<file path="config.mk">
export PLATFORM = sky130hd
export DESIGN_NAME = pac_cfg_regs
export DESIGN_NICKNAME = d
export VERILOG_FILES = /design/src/hw/rtl/packet_airtime_calc_macros.svh /design/src/hw/rtl/pac_pkg.sv /design/src/hw/rtl/pac_cfg_regs.sv
export SDC_FILE = /design/constraint.sdc
export NUM_CORES = 1
export LEC_CHECK = 0
export BUFFER_PORTS_ARGS = -buffer_cell sky130_fd_sc_hd__buf_2
export CAP_MARGIN = 20
export CORE_ASPECT_RATIO = 0.6
export CORE_UTILIZATION = 48
export CTS_BUF_LIST = sky130_fd_sc_hd__clkbuf_2 sky130_fd_sc_hd__clkbuf_4 sky130_fd_sc_hd__clkbuf_8
export CTS_CLUSTER_DIAMETER = 80
export DETAILED_ROUTE_END_ITERATION = 7
export GPL_TIMING_DRIVEN = 1
export HOLD_SLACK_MARGIN = 0.03
export MAX_ROUTING_LAYER = met4
export PLACE_DENSITY = 0.88
export SLEW_MARGIN = 15
export SYNTH_ARGS = -nofsm -noshare
export SYNTH_HDL_FRONTEND = slang
export SYNTH_SLANG_ARGS = --single-unit
export TNS_END_PERCENT = 50
</file>
<file path="constraint.sdc">
create_clock -name clk_i -period 4.26 [get_ports clk_i]
set_input_delay 1.278 -clock clk_i [delete_from_list [all_inputs] [get_ports clk_i]]
set_output_delay 1.278 -clock clk_i [all_outputs]
set_load 0.01 [all_outputs]
</file>
<file path="src/hw/rtl/packet_airtime_calc_macros.svh">
// Assertion helpers; clk_i and rst_ni must be in scope.
`ifndef PACKET_AIRTIME_CALC_MACROS_SVH
`define PACKET_AIRTIME_CALC_MACROS_SVH

// same-cycle implication
`define PAC_ASSERT_NOW(lbl, ante, cons, msg) \
  lbl: assert property (@(posedge clk_i) disable iff (!rst_ni) (ante) |-> (cons)) \
    else $error(msg);

// next-cycle implication
`define PAC_ASSERT_NXT(lbl, ante, cons, msg) \
  lbl: assert property (@(posedge clk_i) disable iff (!rst_ni) (ante) |=> (cons)) \
    else $error(msg);

`endif

</file>
<file path="src/hw/rtl/pac_pkg.sv">
package pac_pkg;

  localparam int unsigned LenW     = 8;
  localparam int unsigned AirW     = 26;
  localparam int unsigned CfgIdxW  = 2;
  localparam int unsigned CfgDataW = 16;
  localparam int unsigned BwCodeW  = 4;
  localparam int unsigned SfW      = 4;
  localparam int unsigned CrW      = 3;
  localparam int unsigned PreW     = 16;
  localparam int unsigned RecipW   = 32;
  localparam int unsigned SfRecipW = 16;

  localparam logic [CfgIdxW-1:0] CFG_BW  = 2'd0;
  localparam logic [CfgIdxW-1:0] CFG_SF  = 2'd1;
  localparam logic [CfgIdxW-1:0] CFG_CR  = 2'd2;
  localparam logic [CfgIdxW-1:0] CFG_PRE = 2'd3;

  localparam logic [BwCodeW-1:0] BW_RST  = 4'd9;
  localparam logic [SfW-1:0]     SF_RST  = 4'd7;
  localparam logic [CrW-1:0]     CR_RST  = 3'd1;
  localparam logic [PreW-1:0]    PRE_RST = 16'd6;

  localparam logic [SfW-1:0] SF_MIN = 4'd6;
  localparam logic [SfW-1:0] SF_MAX = 4'd12;

  // derived settings; the user must keep them fixed while items are in flight, the block does not enforce it
  typedef struct packed {
    logic [SfW-1:0]      sf;
    logic [2:0]          bw_shift;
    logic [6:0]          bw_odd;
    logic [RecipW-1:0]   odd_recip;
    logic [SfRecipW-1:0] sf_recip;
    logic [3:0]          cr_mult;
    logic [PreW-1:0]     preamble;
  } pac_params_t;

  // bandwidth in kHz = (1 << shift) * odd
  function automatic logic [2:0] bw_shift(input logic [BwCodeW-1:0] code);
    logic [2:0] s;
    case (code)
      4'd0:    s = 3'd3;
      4'd2:    s = 3'd4;
      4'd4:    s = 3'd5;
      4'd5:    s = 3'd1;
      4'd8:    s = 3'd1;
      4'd9:    s = 3'd2;
      default: s = 3'd0;
    endcase
    return s;
  endfunction

  function automatic logic [6:0] bw_odd(input logic [BwCodeW-1:0] code);
    logic [6:0] o;
    case (code)
      4'd0, 4'd2, 4'd4: o = 7'd1;
      4'd1:             o = 7'd11;
      4'd3, 4'd5:       o = 7'd21;
      4'd6:             o = 7'd63;
      default:          o = 7'd125;
    endcase
    return o;
  endfunction

  // floor((2^32 - 1) / odd)
  function automatic logic [RecipW-1:0] odd_recip(input logic [6:0] odd);
    logic [RecipW-1:0] m;
    case (odd)
      7'd1:    m = 32'hFFFF_FFFF;
      7'd11:   m = 32'd390451572;
      7'd21:   m = 32'd204522252;
      7'd63:   m = 32'd68174084;
      default: m = 32'd34359738;
    endcase
    return m;
  endfunction

  // floor(2^16 / sf)
  function automatic logic [SfRecipW-1:0] sf_recip(input logic [SfW-1:0] sf);
    logic [SfRecipW-1:0] m;
    case (sf)
      4'd6:    m = 16'd10922;
      4'd7:    m = 16'd9362;
      4'd8:    m = 16'd8192;
      4'd9:    m = 16'd7281;
      4'd10:   m = 16'd6553;
      4'd11:   m = 16'd5957;
      default: m = 16'd5461;
    endcase
    return m;
  endfunction

endpackage

</file>
<file path="src/hw/rtl/pac_cfg_regs.sv">
module pac_cfg_regs (
  input  logic                           clk_i,
  input  logic                           rst_ni,
  input  logic                           cfg_we_i,
  input  logic [pac_pkg::CfgIdxW-1:0]    cfg_idx_i,
  input  logic [pac_pkg::CfgDataW-1:0]   cfg_wdata_i,
  output pac_pkg::pac_params_t           params_o
);

  logic [pac_pkg::BwCodeW-1:0] bw_q;
  logic [pac_pkg::SfW-1:0]     sf_q;
  logic [pac_pkg::CrW-1:0]     cr_q;
  logic [pac_pkg::PreW-1:0]    pre_q;
  logic [pac_pkg::SfW-1:0]     sf_clamped;
  logic [6:0]                  odd;

  always_ff @(posedge clk_i or negedge rst_ni) begin
    if (!rst_ni) begin
      bw_q  <= pac_pkg::BW_RST;
      sf_q  <= pac_pkg::SF_RST;
      cr_q  <= pac_pkg::CR_RST;
      pre_q <= pac_pkg::PRE_RST;
    end else if (cfg_we_i) begin
      case (cfg_idx_i)
        pac_pkg::CFG_BW:  bw_q  <= cfg_wdata_i[pac_pkg::BwCodeW-1:0];
        pac_pkg::CFG_SF:  sf_q  <= cfg_wdata_i[pac_pkg::SfW-1:0];
        pac_pkg::CFG_CR:  cr_q  <= cfg_wdata_i[pac_pkg::CrW-1:0];
        pac_pkg::CFG_PRE: pre_q <= cfg_wdata_i[pac_pkg::PreW-1:0];
        default: ;
      endcase
    end
  end

  always_comb begin
    if (sf_q < pac_pkg::SF_MIN) begin
      sf_clamped = pac_pkg::SF_MIN;
    end else if (sf_q > pac_pkg::SF_MAX) begin
      sf_clamped = pac_pkg::SF_MAX;
    end else begin
      sf_clamped = sf_q;
    end
  end

  assign odd = pac_pkg::bw_odd(bw_q);

  assign params_o.sf        = sf_clamped;
  assign params_o.bw_shift  = pac_pkg::bw_shift(bw_q);
  assign params_o.bw_odd    = odd;
  assign params_o.odd_recip = pac_pkg::odd_recip(odd);
  assign params_o.sf_recip  = pac_pkg::sf_recip(sf_clamped);
  assign params_o.cr_mult   = 4'({1'b0, cr_q}) + 4'd4;
  assign params_o.preamble  = pre_q;

endmodule

</file>
==> results.toml, run 1 <==
[cells_and_area]
nNetsFinal = 241
area_delta_synth_final_pct = 19.79
final_cell_mix = "buf_2 (97), dfrtp_1 (19), mux2_2 (17)"
fillers = 276
layout_commonest_cell = "buf_2"
drive_above_1_share_pct = 65.30
multi_input_area_um2 = 740.7
final_cells = 264
n_antenna_cell = 0
register_area_um2 = 685.7

[critical_path]
crit_family = "simple AND/OR/NAND/NOR gates"
rr_worst_depth = 1
max_stage_delay_ps = 660
crit_path_max_fanout = 13
cp_cell_sequence = "or3b_2 > and2_1 > buf_2"
critPathKind = "reg -> out"
worst_setup_path_start_kind = "flip-flop"
cp_num_cells = 3
endpoint_kind = "output pin"
path_buf_inv = 1
critPathSlowestCell = "dfstp_2"
worstPathArrival_ps = 1770
required_ps = 2980

[grt]
grt_max_degree = 28
grt_pass1_vias = 983
antenna_found_initial = 0
track_usage_pct = 16.62
grt_remaining_overflow = 0
grt_pass1_wl_um = 4616

[power]
powerDensity_mw_per_mm2 = 478.0
ir_worst_vdd_v = 0.0003467
leakage_nw = 1.076
p_total_mw = 0.9700

[routing]
vias_per_cell = 4.720
wirelength_um = 3197
remaining_drc_errors = 0
ant_nets = 0
wl_per_cell_um = 12.11
num_vias = 1246
drt_iter0_markers = 42
drt_first_pass_iters = 4

[synth]
ys_types = 38
synth.yosys.seq_area_share_pct = 40.47
ys.warnings.count = 0
ys_ff_latch = 27
synth_cells = 153
synth_area_per_cell_um2 = 11.07
netlist_area_mm2 = 0.001694

[floorplanning]
num_rows = 16
pin_count = 103
die_y_um = 48.02
initial_core_util_pct = 51.29
coreArea_mm2 = 0.003303
chipWidth_um = 78.70
dieArea_mm2 = 0.003779

[timing]
max_slew_margin_pct = 61.99
tightest_slew_ps = 570.2
rsz0062_at_grt = "no"
finalHoldViolCount = 0
fmax_mhz = 327.6
setup_violations = 0
fin_crit_ps = 3053
post-route-period-util_pct = 71.66
drv_slew = 0
finalSetupTns_ps = 0
setup_ws_ps = 1207
final.setup_skew_ps = 0

[clock_tree]
cts_resized = 0
cts_setup_buffers = 0
clk_latency_ps = 260
cts_buffers = 3
root_buffer = "clkbuf_8"
cts_hold_buf = 0
cts_sinks = 27
cts_max_level = 1
ctsLongestPathBuffers = 2
clk_pin_slew_worst_paths_ps = 90
cts_tree = "yes"

[worst_hold_path]
min_path_type = "reg -> reg"
whs_path_depth = 1

[placed_design]
placed_cells = 260
port_buffers = 97
pre_cts_ws_ps = 1510
dp_hpwl_um = 2394
gp_congestion = 0.7086

[run]
cap_viol_max_count = 0

[status]
outcome = "finished, final reports clean"
## synth_stat cells, drive strengths merged
cell type  count  area share, %
a211oi         1           0.44
or3b           1           0.52
nor2           7            1.6
a21bo          1           0.59
dfrtp         19             28
nor3b          1           0.74
buf           36             15
and2           1           0.37
nand3b         4            1.8
a21o           5            2.2
a22oi          2           0.89
mux2          27             20
o221a          1           0.66
inv            4           0.89
mux2i          1           0.59
conb           2           0.44
a31oi          1           0.37
dfstp          8             12
a21boi         1           0.44
nor3           3           0.89
xnor2          2            1.0
a211o          1           0.52
nor2b          1           0.37
clkbuf         2           0.44
o21a           1           0.44
xor2           1           0.52
a2bb2oi        1           0.52
nand2          3           0.66
nand2b         4            1.5
or2            1           0.37
a21oi          5            1.5
o21ba          1           0.59
nand3          1            1.0
a22o           1           0.52
o21bai         2           0.89
## final timing paths
kind,end,slack [ps],startpoint
min reg2reg,cr_q[1]$_DFFE_PN0P_,510,cr_q[1]$_DFFE_PN0P_
max,params_o[63],1210,bw_q[0]$_DFFE_PN1P_
min in group asynchronous,pre_q[8]$_DFFE_PN0P_,990,rst_ni
min,cr_q[1]$_DFFE_PN0P_,510,cr_q[1]$_DFFE_PN0P_
max reg2reg,sf_q[3]$_DFFE_PN0P_,3280,sf_q[3]$_DFFE_PN0P_
max in group asynchronous,pre_q[2]$_DFFE_PN1P_,2890,rst_ni
## cells by family (layout without fill, tap and decap cells)
group,Yosys count,in the layout,share of synthesized area [%]
AO/OA/AOI/OAI,24,24,10.56
XOR/XNOR,3,3,1.551
other,2,5,0.4433
AND/OR/NAND/NOR,27,27,9.750
multiplexers,28,28,20.75
flip-flops,27,27,40.47
buffers and inverters,42,105,16.47
## routing by layer
| metal | vias to the layer above | wire, um | part of all wire, % | global-route usage, % |
|---|---|---|---|---|
| li1 | 617 | - | - | - |
| met4 | 0 | 0 | 0 | 2.222 |
| met5 | - | 0 | 0 | - |
| met3 | 0 | 206 | 6.4 | 4.571 |
| met2 | 52 | 1430 | 45 | 26.61 |
| met1 | 577 | 1560 | 49 | 21.92 |
## where the power goes
group	switching [mW]	leakage (nW)	total, mW	internal, mW
logic	0.224	0.742	0.447	0.223
clock network	0.0746	0.0255	0.140	0.0654
registers	0.0668	0.309	0.383	0.316
## registers in the layout, summed over array words and instances (netlist names)
signal	count
pre_q	16
bw_q	4
sf_q	4
cr_q	3
## cell type report
cell class	count	share of cell area (%)
tap	45	2.774
timing repair buffer	97	23.92
clock inverter	1	0.2466
clock buffer	3	2.035
inverter	4	0.7398
multi-input combinational	87	36.50
sequential	27	33.79
## stage by stage
step | utilization (%) | cell area, um2 | hold WS [ps]
4_1_cts | 61.44 | 2029 | 511.4
3_5_place_dp | 60.04 | 1983 | 488.6
2_1_floorplan | - | 1705 | 550.0
3_3_place_gp | 60.04 | 1983 | 483.2
6_report | 61.44 | 2029 | 507.0
5_1_grt | 61.44 | 2029 | 522.0
No activity file was read; power rests on OpenSTA's default activity.
==> run 2: changes to the inputs <==
- ABC_AREA: unset -> 1
- CORE_UTILIZATION: 48 -> 40
- PLACE_DENSITY: 0.88 -> 0.79
- clock period: 4.26 -> 2.65 ns (I/O delays scaled with it)
==> results.toml, run 2 <==
[timing]
post-route-period-util_pct = 86.15
fmax_mhz = 438.0
setup_violations = 0
fin_crit_ps = 2283
drv_slew = 0
finalHoldViolCount = 0
tightest_slew_ps = 603.9
finalSetupTns_ps = 0
rsz0062_at_grt = "no"
whs_ps = 484.8
max_slew_margin_pct = 59.74
final.setup_skew_ps = 0

[synth]
ys_types = 24
async_reset_ff_share_pct = 100.0
synth_xor_area_share_pct = 0
synthSimpleGateAreaFrac_pct = 20.55
ys_ff_latch = 27
muxShareOfSynthArea_pct = 0
yosysMostFrequentCell = "nand2_1"
synth_fa_ha_area_share_pct = 0
synth_top_area_share_pct = 29.25
synth_compound_area_share_pct = 11.78
yosysTopAreaCell = "dfrtp_1"
ys.warnings.count = 0
synth_top_family_by_area = "buffers and inverters"
synth_flop_cell = "dfrtp_1"
synth_edf_count = 0
netlist_area_mm2 = 0.001625
synth.yosys.seq_area_share_pct = 42.19
synth_cells = 218
synthTopCellsByArea = "dfrtp_1 (29%), buf_4 (13%), dfstp_2 (13%)"
synth_common_cells = "nand2_1 (54), inv_1 (38), o21ai_0 (29), buf_4 (28), dfrtp_1 (19)"
synth_area_per_cell_um2 = 7.456

[cells_and_area]
drive_above_1_share_pct = 43.06
final_cell_mix = "buf_2 (97), nand2_1 (54), inv_1 (38)"
final_util_pct = 52.41
fillers = 376
reg_top3 = "pre_q: 16 flops, bw_q: 4 flops, sf_q: 4 flops"
layout_commonest_cell = "buf_2"
nNetsFinal = 310
n_antenna_cell = 0
final_cell_area_mm2 = 0.001984
largest_reg_flops = 16
final_cells = 335
area_delta_synth_final_pct = 22.09
regMostFlops = "pre_q"

[grt]
grt_max_degree = 33
track_usage_pct = 17.24
grt_pass1_wl_um = 5678
grt_remaining_overflow = 0
antenna_found_initial = 0
grt_pass1_vias = 1213

[routing]
drt_first_pass_iters = 6
remaining_drc_errors = 10
drt_iter0_markers = 51
ant_nets = 0
vias_per_cell = 4.304
wirelength_um = 3338
wl_per_cell_um = 9.964
num_vias = 1442

[placed_design]
port_buffers = 97
placed_cells = 331
dp_hpwl_um = 2617
placed_area_mm2 = 0.001936
gp_congestion = 0.7958

[run]
cap_viol_max_count = 0

[critical_path]
worst_setup_path_start_kind = "flip-flop"
crit_path_max_fanout = 7
endpoint_kind = "output pin"
rr_endpoint = "bw_q[0]$_DFFE_PN1P_"
required_ps = 1860
rr_worst_depth = 2
r2r_start = "bw_q[0]$_DFFE_PN1P_"
worstPathArrival_ps = 1490
rrSetupSlack_ps = 1760
critPathKind = "reg -> out"

[power]
leakage_nw = 1.224
ir_worst_vdd_v = 0.0002532
powerDensity_mw_per_mm2 = 713.6

[clock_tree]
cts_resized = 0
cts_buffers = 3
cts_setup_buffers = 0
root_buffer = "clkbuf_8"
cts_max_level = 1
clk_latency_ps = 270
cts_hold_buf = 0
clk_pin_slew_worst_paths_ps = 90
ctsLongestPathBuffers = 2
cts_sinks = 27
cts_tree = "yes"

[status]
outcome = "finished, violations left"
violations = "DRC"

[floorplanning]
chipWidth_um = 84.29
initial_core_util_pct = 42.93
dieArea_mm2 = 0.004330
pin_count = 103
coreArea_mm2 = 0.003786
die_y_um = 51.38
num_rows = 17

[worst_hold_path]
whs_path_depth = 2
min_path_type = "reg -> reg"
worstHoldStart = "pre_q[11]$_DFFE_PN0P_"
hold_end = "pre_q[11]$_DFFE_PN0P_"
[run 2: cell types whose count changed in the layout (fill, tap and decap cells not counted), moves of 3 or more]
cell and delta:
a21o_1 -5, a21oi_1 -4, inv_1 +34, inv_2 +5, mux2_2 -17, mux2_4 -10
nand2_1 +51, nand2_2 +3, nand2b_1 -4, nand3_1 +9, nand3b_1 -4, nor3_1 -3
o21ai_0 +29
[run 2: routing by layer]
layer,up-vias,share of wire [%],GRT usage [%]
met5,-,0,-
met4,0,0.18,1.724
met3,2,6.1,4.200
met2,48,42,25.41
met1,627,52,24.80
li1,765,-,-
[run 2: cells by family after synthesis]
kind of cell,Yosys count
buf+inv,77
simple gates,76
compound gates,36
flops,27
other cells,2
[run 2: metrics by stage]
step / worst slack (ps) / total power, mW
4_1_cts: 368.6 / 1.434
5_1_grt: 230.9 / 1.536
2_1_floorplan: 560.1 / 1.027
3_3_place_gp: 694.3 / 1.178
3_5_place_dp: 688.7 / 1.188
6_report: 367.1 / 1.416
[run 2: final cells by class]
| type | instances | area, um2 | area share [%] |
|---|---|---|---|
| tap | 47 | 58.81 | 2.963 |
| multi-input combinational | 117 | 544.3 | 27.43 |
| timing repair buffer | 97 | 485.5 | 24.46 |
| clock buffer | 4 | 48.80 | 2.459 |
| inverter | 43 | 161.4 | 8.134 |
| sequential | 27 | 685.7 | 34.55 |
[run 2: worst max path at each step]
stage	cells after the start	startpoint	slack, ps	end
after floorplan	4	bw_q[0]$_DFFE_PN1P_	560	params_o[43]
after global placement	5	bw_q[2]$_DFFE_PN0P_	690	params_o[72]
after CTS	5	bw_q[2]$_DFFE_PN0P_	370	params_o[72]
after detailed placement	5	bw_q[2]$_DFFE_PN0P_	690	params_o[72]
final	5	bw_q[2]$_DFFE_PN0P_	370	params_o[72]
after global routing	4	bw_q[1]$_DFFE_PN0P_	230	params_o[49]
[run 2: power by group]
part           switching (mW)  internal (mW)
Sequential             0.0623          0.493
Clock                   0.122          0.118
Combinational           0.373          0.248
Total                   0.558          0.858
[run 2: critical path, cell delays in order (launching register included)]
cell and delay, ps:
dfrtp_1 460, nor2_2 230, inv_1 80, o21ai_2 230
inv_1 70, buf_2 140
